**config.mk**
```make
export PLATFORM = sky130hd
export DESIGN_NAME = string_record_to_utf8_decoder
export DESIGN_NICKNAME = d
export VERILOG_FILES = /design/src/sv/sru_pkg.sv /design/src/sv/string_record_to_utf8_decoder.sv /design/src/sv/sru_front.sv /design/src/sv/sru_cmd_fifo.sv /design/src/sv/sru_back.sv
export SDC_FILE = /design/constraint.sdc
export NUM_CORES = 1
export LEC_CHECK = 0
export BUFFER_PORTS_ARGS = -buffer_cell sky130_fd_sc_hd__buf_2
export CORE_UTILIZATION = 48
export CTS_BUF_LIST = sky130_fd_sc_hd__clkbuf_4 sky130_fd_sc_hd__clkbuf_8
export CTS_CLUSTER_DIAMETER = 150
export CTS_CLUSTER_SIZE = 30
export DETAILED_ROUTE_END_ITERATION = 7
export GPL_ROUTABILITY_DRIVEN = 0
export GPL_TIMING_DRIVEN = 0
export PLACE_DENSITY_LB_ADDON = 0.2
export SLEW_MARGIN = 30
export SYNTH_ARGS = -nofsm -noshare
export SYNTH_HDL_FRONTEND = slang
export SYNTH_HIERARCHICAL = 1
export SYNTH_SLANG_ARGS = --single-unit
```
**constraint.sdc**
```tcl
create_clock -name i_clk -period 4 [get_ports i_clk]
set_clock_uncertainty 0.05 [all_clocks]
set_input_delay 0.2 -clock i_clk [delete_from_list [all_inputs] [get_ports i_clk]]
set_output_delay 0.2 -clock i_clk [all_outputs]
set_load 0.1 [all_outputs]
```
**src/sv/sru_pkg.sv**
```systemverilog
// ----------------------------------------------------------------------------
// sru_pkg: shared types and constants of the string record decoder
// Holds the command format that the parser hands to the byte encoder,
// and the depth of the command queue between them.
// ----------------------------------------------------------------------------
package sru_pkg;

    // Depth of the command queue between the parser and the encoder.
    localparam int CMD_DEPTH = 4;
    localparam int CMD_AW    = $clog2(CMD_DEPTH);

    // What the encoder does with one command.
    typedef enum logic [1:0] {
        CMD_BYTE  = 2'd0,   // pass the low byte through
        CMD_UNIT  = 2'd1,   // encode a 16-bit unit as 1 to 3 UTF-8 bytes
        CMD_EMPTY = 2'd2    // one result flagged as an empty string
    } t_cmd_kind;

    typedef struct packed {
        t_cmd_kind   kind;
        logic [15:0] data;
        logic        last;
    } t_cmd;

    // Queue status seen by the parser and the encoder.
    typedef struct packed {
        logic full;
        logic empty;
    } t_fifo_stat;

    // UTF-8 encoding constants.
    localparam logic [15:0] LIM_1BYTE = 16'h0080;
    localparam logic [15:0] LIM_2BYTE = 16'h0800;
    localparam logic [7:0]  LEAD_2    = 8'hC0;
    localparam logic [7:0]  LEAD_3    = 8'hE0;
    localparam logic [7:0]  CONT      = 8'h80;

endpackage

```
**src/sv/string_record_to_utf8_decoder.sv**
```systemverilog
// ----------------------------------------------------------------------------
// string_record_to_utf8_decoder: string pool record to UTF-8 decoder
// Parses length-prefixed UTF-16 or UTF-8 string records and streams the
// decoded string out as UTF-8 bytes.
// ----------------------------------------------------------------------------
// Both sides look like a queue. Push a unit while full is low; pop a byte
// while empty is low. A parser takes one unit in every cycle while the
// command queue has room, and queues at most one command per unit in a
// four-entry command queue. An encoder behind it turns each command into
// bytes, one byte per cycle while the result register is free or popped,
// into a single result register, so a stalled consumer never blocks the
// parser until the queue fills. A UTF-16 data unit is encoded as one byte
// below 0x80, two below 0x800 and three otherwise; a UTF-8 data byte
// yields one byte. The result register bounds the sustained rate; length
// prefixes add no output bytes. Each surrogate unit is encoded on its own as
// three bytes. A record with a zero length yields a single result with
// empty_string and last_byte set and a zero byte; later units of that
// record are dropped. A unit with record_start always begins a new record,
// and the mode register is sampled at that point. The mode register is
// written through a valid/ready channel that is always ready, and it should
// only be written while no transaction is still in flight.
// ----------------------------------------------------------------------------
module string_record_to_utf8_decoder (
    input  logic        i_clk,
    input  logic        i_rst_n,
    // Configuration channel.
    input  logic        i_cfg_valid,
    output logic        o_cfg_ready,
    input  logic        i_cfg_utf8_mode,
    // Input queue side.
    input  logic        push,
    output logic        full,
    input  logic [15:0] i_unit,
    input  logic        i_record_start,
    // Result queue side.
    output logic        empty,
    input  logic        pop,
    output logic [7:0]  o_out_byte,
    output logic        o_last_byte,
    output logic        o_empty_string
);
    import sru_pkg::*;

    logic       r_utf8_mode;
    logic       accept;
    logic       cmd_valid;
    t_cmd       cmd_in;
    t_cmd       cmd_head;
    t_fifo_stat stat;
    logic       cmd_pop;

    // The mode register accepts a transaction in every cycle.
    assign o_cfg_ready = 1'b1;

    always_ff @(posedge i_clk) begin
        if (!i_rst_n) begin
            r_utf8_mode <= 1'b0;
        end else if (i_cfg_valid && o_cfg_ready) begin
            r_utf8_mode <= i_cfg_utf8_mode;
        end
    end

    // A unit is taken whenever the command queue has room, even when the
    // unit ends up producing no command.
    assign full   = stat.full;
    assign accept = push && !stat.full;

    sru_front u_front (
        .i_clk          (i_clk),
        .i_rst_n        (i_rst_n),
        .i_accept       (accept),
        .i_unit         (i_unit),
        .i_record_start (i_record_start),
        .i_utf8_mode    (r_utf8_mode),
        .o_cmd_valid    (cmd_valid),
        .o_cmd          (cmd_in)
    );

    sru_cmd_fifo u_fifo (
        .i_clk   (i_clk),
        .i_rst_n (i_rst_n),
        .i_push  (cmd_valid),
        .i_wdata (cmd_in),
        .i_pop   (cmd_pop),
        .o_rdata (cmd_head),
        .o_stat  (stat)
    );

    sru_back u_back (
        .i_clk          (i_clk),
        .i_rst_n        (i_rst_n),
        .i_cmd          (cmd_head),
        .i_cmd_empty    (stat.empty),
        .o_cmd_pop      (cmd_pop),
        .i_pop          (pop),
        .o_empty        (empty),
        .o_out_byte     (o_out_byte),
        .o_last_byte    (o_last_byte),
        .o_empty_string (o_empty_string)
    );

endmodule

```
**src/sv/sru_front.sv**
```systemverilog
// ----------------------------------------------------------------------------
// sru_front: record parser
// Tracks the length prefix of each string record and turns every accepted
// unit into at most one command for the encoder.
// ----------------------------------------------------------------------------
module sru_front (
    input  logic          i_clk,
    input  logic          i_rst_n,
    input  logic          i_accept,
    input  logic [15:0]   i_unit,
    input  logic          i_record_start,
    input  logic          i_utf8_mode,
    output logic          o_cmd_valid,
    output sru_pkg::t_cmd o_cmd
);
    import sru_pkg::*;

    typedef enum logic [2:0] {
        PH_IDLE    = 3'd0,
        PH_W_LEN2  = 3'd1,
        PH_W_DATA  = 3'd2,
        PH_B_CLEN2 = 3'd3,
        PH_B_BLEN1 = 3'd4,
        PH_B_BLEN2 = 3'd5,
        PH_B_DATA  = 3'd6,
        PH_DONE    = 3'd7
    } t_phase;

    t_phase      r_phase, n_phase;
    logic [14:0] r_hlp, n_hlp;
    logic [30:0] r_rem, n_rem;
    logic        r_ccz, n_ccz;

    logic [30:0] rem_dec;
    logic [30:0] count_long;
    logic [14:0] bytes_long;
    logic [7:0]  b;

    assign b          = i_unit[7:0];
    assign rem_dec    = r_rem - 31'd1;
    assign count_long = {r_hlp, i_unit};
    assign bytes_long = {r_hlp[6:0], b};

    always_comb begin
        n_phase     = r_phase;
        n_hlp       = r_hlp;
        n_rem       = r_rem;
        n_ccz       = r_ccz;
        o_cmd_valid = 1'b0;
        o_cmd       = '{kind: CMD_BYTE, data: i_unit, last: 1'b0};

        if (i_record_start) begin
            n_hlp = '0;
            n_rem = '0;
            n_ccz = 1'b0;
            if (!i_utf8_mode) begin
                if (i_unit[15]) begin
                    n_hlp   = i_unit[14:0];
                    n_phase = PH_W_LEN2;
                end else if (i_unit[14:0] == 15'd0) begin
                    o_cmd_valid = 1'b1;
                    o_cmd       = '{kind: CMD_EMPTY, data: 16'd0, last: 1'b1};
                    n_phase     = PH_DONE;
                end else begin
                    n_rem   = {16'd0, i_unit[14:0]};
                    n_phase = PH_W_DATA;
                end
            end else if (b[7]) begin
                n_hlp   = {8'd0, b[6:0]};
                n_phase = PH_B_CLEN2;
            end else begin
                n_ccz   = (b == 8'd0);
                n_phase = PH_B_BLEN1;
            end
        end else begin
            unique case (r_phase)
                PH_W_LEN2: begin
                    if (count_long == 31'd0) begin
                        o_cmd_valid = 1'b1;
                        o_cmd       = '{kind: CMD_EMPTY, data: 16'd0, last: 1'b1};
                        n_rem       = '0;
                        n_phase     = PH_DONE;
                    end else begin
                        n_rem   = count_long;
                        n_phase = PH_W_DATA;
                    end
                end
                PH_W_DATA: begin
                    n_rem       = rem_dec;
                    o_cmd_valid = 1'b1;
                    o_cmd       = '{kind: CMD_UNIT, data: i_unit, last: (rem_dec == 31'd0)};
                    if (rem_dec == 31'd0) begin
                        n_phase = PH_DONE;
                    end
                end
                PH_B_CLEN2: begin
                    n_ccz   = (bytes_long == 15'd0);
                    n_phase = PH_B_BLEN1;
                end
                PH_B_BLEN1, PH_B_BLEN2: begin
                    if (r_phase == PH_B_BLEN1 && b[7]) begin
                        n_hlp   = {8'd0, b[6:0]};
                        n_phase = PH_B_BLEN2;
                    end else begin
                        // Byte count is complete: either a short one or a long one.
                        if (r_phase == PH_B_BLEN1) begin
                            n_rem = {23'd0, b};
                        end else begin
                            n_rem = {16'd0, bytes_long};
                        end
                        if (r_ccz || n_rem == 31'd0) begin
                            o_cmd_valid = 1'b1;
                            o_cmd       = '{kind: CMD_EMPTY, data: 16'd0, last: 1'b1};
                            n_rem       = '0;
                            n_phase     = PH_DONE;
                        end else begin
                            n_phase = PH_B_DATA;
                        end
                    end
                end
                PH_B_DATA: begin
                    n_rem       = rem_dec;
                    o_cmd_valid = 1'b1;
                    o_cmd       = '{kind: CMD_BYTE, data: {8'd0, b},
                                    last: (rem_dec == 31'd0)};
                    if (rem_dec == 31'd0) begin
                        n_phase = PH_DONE;
                    end
                end
                default: begin
                end
            endcase
        end

        if (!i_accept) begin
            o_cmd_valid = 1'b0;
        end
    end

    always_ff @(posedge i_clk) begin
        if (!i_rst_n) begin
            r_phase <= PH_IDLE;
            r_hlp   <= '0;
            r_rem   <= '0;
            r_ccz   <= 1'b0;
        end else if (i_accept) begin
            r_phase <= n_phase;
            r_hlp   <= n_hlp;
            r_rem   <= n_rem;
            r_ccz   <= n_ccz;
        end
    end

endmodule

```
**src/sv/sru_cmd_fifo.sv**
```systemverilog
// ----------------------------------------------------------------------------
// sru_cmd_fifo: command queue
// A small register queue that lets the parser run ahead of the encoder.
// ----------------------------------------------------------------------------
module sru_cmd_fifo (
    input  logic                i_clk,
    input  logic                i_rst_n,
    input  logic                i_push,
    input  sru_pkg::t_cmd       i_wdata,
    input  logic                i_pop,
    output sru_pkg::t_cmd       o_rdata,
    output sru_pkg::t_fifo_stat o_stat
);
    import sru_pkg::*;

    t_cmd              r_mem [CMD_DEPTH];
    logic [CMD_AW-1:0] r_wptr, r_rptr;
    logic [CMD_AW:0]   r_count;

    assign o_rdata      = r_mem[r_rptr];
    assign o_stat.full  = (r_count == (CMD_AW+1)'(CMD_DEPTH));
    assign o_stat.empty = (r_count == '0);

    always_ff @(posedge i_clk) begin
        if (i_push) begin
            r_mem[r_wptr] <= i_wdata;
        end
    end

    always_ff @(posedge i_clk) begin
        if (!i_rst_n) begin
            r_wptr  <= '0;
            r_rptr  <= '0;
            r_count <= '0;
        end else begin
            if (i_push) begin
                r_wptr <= (r_wptr == (CMD_AW)'(CMD_DEPTH - 1)) ? '0 : r_wptr + 1'b1;
            end
            if (i_pop) begin
                r_rptr <= (r_rptr == (CMD_AW)'(CMD_DEPTH - 1)) ? '0 : r_rptr + 1'b1;
            end
            case ({i_push, i_pop})
                2'b10:   r_count <= r_count + 1'b1;
                2'b01:   r_count <= r_count - 1'b1;
                default: r_count <= r_count;
            endcase
        end
    end

endmodule

```
**src/sv/sru_back.sv**
```systemverilog
// ----------------------------------------------------------------------------
// sru_back: UTF-8 byte encoder
// Takes commands from the queue and, while the result register is free or
// popped, emits one byte per cycle into it for the consumer to drain.
// ----------------------------------------------------------------------------
module sru_back (
    input  logic                i_clk,
    input  logic                i_rst_n,
    input  sru_pkg::t_cmd       i_cmd,
    input  logic                i_cmd_empty,
    output logic                o_cmd_pop,
    input  logic                i_pop,
    output logic                o_empty,
    output logic [7:0]          o_out_byte,
    output logic                o_last_byte,
    output logic                o_empty_string
);
    import sru_pkg::*;

    logic [1:0] r_idx;
    logic       r_valid;
    logic [7:0] r_byte;
    logic       r_last;
    logic       r_emp;

    logic [1:0] nb_m1;      // byte count of the head command, minus one
    logic [7:0] sel_byte;
    logic       final_byte;
    logic       load;

    always_comb begin
        nb_m1    = 2'd0;
        sel_byte = i_cmd.data[7:0];
        if (i_cmd.kind == CMD_UNIT) begin
            if (i_cmd.data < LIM_1BYTE) begin
                nb_m1 = 2'd0;
            end else if (i_cmd.data < LIM_2BYTE) begin
                nb_m1 = 2'd1;
                sel_byte = (r_idx == 2'd0) ? (LEAD_2 | {3'd0, i_cmd.data[10:6]})
                                           : (CONT | {2'd0, i_cmd.data[5:0]});
            end else begin
                nb_m1 = 2'd2;
                case (r_idx)
                    2'd0:    sel_byte = LEAD_3 | {4'd0, i_cmd.data[15:12]};
                    2'd1:    sel_byte = CONT | {2'd0, i_cmd.data[11:6]};
                    default: sel_byte = CONT | {2'd0, i_cmd.data[5:0]};
                endcase
            end
        end
    end

    assign final_byte = (r_idx == nb_m1);
    assign load       = !i_cmd_empty && (!r_valid || i_pop);
    assign o_cmd_pop  = load && final_byte;

    always_ff @(posedge i_clk) begin
        if (load) begin
            r_byte <= sel_byte;
            r_last <= i_cmd.last && final_byte;
            r_emp  <= (i_cmd.kind == CMD_EMPTY);
        end
    end

    always_ff @(posedge i_clk) begin
        if (!i_rst_n) begin
            r_idx   <= 2'd0;
            r_valid <= 1'b0;
        end else begin
            if (load) begin
                r_idx   <= final_byte ? 2'd0 : r_idx + 2'd1;
                r_valid <= 1'b1;
            end else if (i_pop) begin
                r_valid <= 1'b0;
            end
        end
    end

    assign o_empty        = !r_valid;
    assign o_out_byte     = r_byte;
    assign o_last_byte    = r_last;
    assign o_empty_string = r_emp;

endmodule

```
==> results.json <==
{
  "outcome": "finished clean",
  "timing.rr.end": "u_fifo/r_count[2]",
  "hold_depth": 3,
  "path_cells": "or4_1 -> nor4_1 -> nor3b_4 -> a32oi_1 -> nor3_4 -> o21bai_2 -> o21a_2 -> inv_1 -> ha_1 -> inv_1 -> fa_1 -> xor2_1 -> or3_1 -> a21boi_0",
  "totalWireLength_um": 20180,
  "io_pins": 36,
  "startpoint": "u_front/r_hlp[3]",
  "synth-edff-count": 86,
  "total_power_w": 0.003809,
  "maxCapViolCount": 0,
  "grt_pass1_vias": 5819,
  "holdWs_ns": 0.03068,
  "cpMostUsedCell": "inv_1",
  "clock.fmax_mhz": 266.8,
  "min_period_ns": 3.749,
  "via_per_inst": 6.183,
  "p_per_area_nw_per_um2": 432.9,
  "ys_async_sr_fraction_pct": 0,
  "yosysTopAreaCell": "edfxtp_1",
  "core_area_sq_um": 15430,
  "numCtsBuffers": 17,
  "r2r_start": "u_front/r_hlp[3]",
  "routedWlPerCell_um": 20.24,
  "cp-end-kind": "register",
  "nets": 807,
  "antenna_found_initial": 0,
  "required_ns": 4.32,
  "slowest_delay_ns": 0.67,
  "fin_area_sq_um": 8798,
  "dieArea_sq_um": 16600,
  "period_share_pct": 93.72,
  "ctsLongestPathBuffers": 2,
  "hold_end": "u_front/r_hlp[1]",
  "dr.first_iter.drc_count": 756,
  "mostFrequentLayoutCells": "86 x edfxtp_1, 63 x dfxtp_1, 58 x nand2_1",
  "maxSlewViolCount": 0,
  "final.setup.worst_slack_ns": 0.2514,
  "start_util_pct": 50.05,
  "grt_pass1_wl_um": 31850,
  "layout_commonest_cell": "edfxtp_1",
  "irDropWorstVdd_uv": 242.4,
  "critPathMaxFanout": 7,
  "num_rows": 45,
  "synth_ff_type": "edfxtp_1",
  "slowest_stage": "or4_1",
  "drc_errors": 0,
  "syn-num-nets": 744,
  "syn_area_sq_um": 7721,
  "vias": 6164,
  "slew_headroom_pct": 46.99,
  "synth_top_area_share_pct": 33.45,
  "crit_type": "register to register",
  "tightest_slew_ns": 0.7898,
  "syn_inst": 710,
  "rrSetupSlack_ns": 0.25,
  "preCtsSetupSlack_ns": -0.3617,
  "hold_violations": 0,
  "grt_util_all_layers_pct": 25.66,
  "grt-ovfl-total": 0,
  "cts.sinks": 149,
  "ys_seq_area_share_pct": 49.78,
  "grt_start_max_net_pins": 20,
  "clock_latency_ns": 0.45,
  "placed_area_sq_um": 8199,
  "die_y_um": 128.8,
  "reg2regPathDepth": 14,
  "syn_to_final_growth_pct": 13.95,
  "numPortBuffers": 33,
  "cts_tree": "yes",
  "synth-warning-count": 6,
  "ys_ff_latch": 149,
  "hp-class": "input pin to register",
  "critPathArrivalTime_ns": 4.07,
  "dp_hpwl_um": 14340,
  "final_layout_size_suffix_gt1_share_pct": 14.76,
  "syn_area_per_cell_sq_um": 10.87,
  "antenna_left": 0,
  "ys_types": 76,
  "path_clk_slew_ns": 0.08,
  "leakagePower_nw": 3.107,
  "setup_viol": 0,
  "hold_start": "i_unit[1]",
  "htree_levels": 4,
  "cp-start-kind": "register",
  "die_w_um": 128.8,
  "synth_area_leaders": "edfxtp_1 33%, dfxtp_1 16%, nor2b_1 3.1%",
  "n_antenna_cell": 0,
  "dr.pass1.iters": 6,
  "cts-root-buf": "clkbuf_8"
}
==> worst max path at each step <==
stage | depth (start not counted) | end | slack [ns]
after CTS | 14 | u_fifo/r_count[2] | 0.02
after global routing | 13 | u_fifo/r_count[2] | -0.004
after global placement | 8 | u_fifo/r_mem[3][10] | -0.66
after floorplan | 14 | u_fifo/r_count[2] | 0.36
after detailed placement | 8 | u_fifo/r_mem[2][10] | -0.36
final | 14 | u_fifo/r_count[2] | 0.25
==> final cells by class <==
type	count	area [sq um]
fillers	1332	6629
clock buffers	25	312.8
multi-input cells	505	3691
plain buffers	39	181.4
repair buffers	44	274.0
clock inverters	7	167.7
flip-flops and latches	149	3844
well taps	211	264.0
inverters	17	63.81
==> flip-flops by register name (all words and copies together), names as in the netlist, named ones only <==
register               flops
u_back/o_last_byte         1
u_front/r_phase            3
u_back/o_empty_string      1
u_fifo/r_count             3
u_front/r_rem             31
u_back/r_idx               2
u_front/r_ccz              1
u_fifo/r_wptr              2
u_fifo/r_rptr              2
r_utf8_mode                1
u_fifo/r_mem              76
u_front/r_hlp             15
u_back/r_valid             1
u_back/o_out_byte          8
==> worst max-delay path: cells and delay by family (launching register included) <==
family,cells,cell delay [ns]
AO/OA/AOI/OAI,4,0.77
XOR/XNOR,1,0.08
adder cells (fa/ha/maj),2,0.42
buffers and inverters,2,0.16
flip-flops,1,0.40
AND/OR/NAND/NOR,5,1.80
==> layer usage <==
metal	vias up	track usage [%]	part of all wire, %
li1	2845	-	-
met1	2976	34.37	43
met2	295	40.03	46
met3	48	6.445	8.1
met4	0	10.03	2.4
met5	-	0	0
==> cell usage after synthesis (5+ instances only) <==
cell type,number
a211o_1,6
a21boi_0,28
a21oi_1,16
a222oi_1,12
a22o_1,12
a22oi_1,6
and2_1,23
and3_1,6
clkbuf_1,32
dfxtp_1,63
edfxtp_1,86
ha_1,10
inv_1,17
mux2i_1,5
mux4_1,9
mux4_2,10
nand2_1,58
nand2b_1,12
nand3_1,23
nand4_1,6
nor2_1,33
nor2b_1,38
nor3_1,20
nor4_1,11
o21a_1,5
o21ai_0,33
o221ai_1,5
or3_1,8
or4_1,11
xnor2_1,7
xor2_1,11
==> through the flow <==
step | setup TNS [ns] | util (%) | std cells
after floorplan | 0 | - | 710
after global placement | -50.90 | 52.83 | 954
after detailed placement | -10.33 | 53.15 | 957
after CTS | 0 | 56.67 | 993
after global routing | -0.003863 | 57.03 | 997
final | 0 | 57.03 | 997
==> what timing repair did <==
item	in CTS	in global routing
cloned	0	0
resized for setup	5	7
endpoints found under the hold margin	2	0
setup buffers	1	4
hold buffers	3	0
pin swaps	1	1
endpoints found under the setup margin	57	3
==> cells by family (layout without fill, tap and decap cells) <==
group	after synthesis	count (layout)	share of synthesized area, %
muxes	26	26	6.920
AOI/OAI and AO/OA	176	176	16.58
other	1	1	0.04857
DFF	149	149	49.78
adders and majority gates	11	11	1.880
and+or+nand+nor	273	273	19.61
buffers and inverters	56	132	3.144
xor gates and xnor gates	18	18	2.042
==> where the power goes <==
group | leakage [nW] | switching [W] | internal (W)
clock network | 0.246 | 0.000547 | 0.000830
registers | 1.30 | 0.0000308 | 0.00166
logic | 1.57 | 0.000478 | 0.000262
No activity file was read; power rests on OpenSTA's default activity.
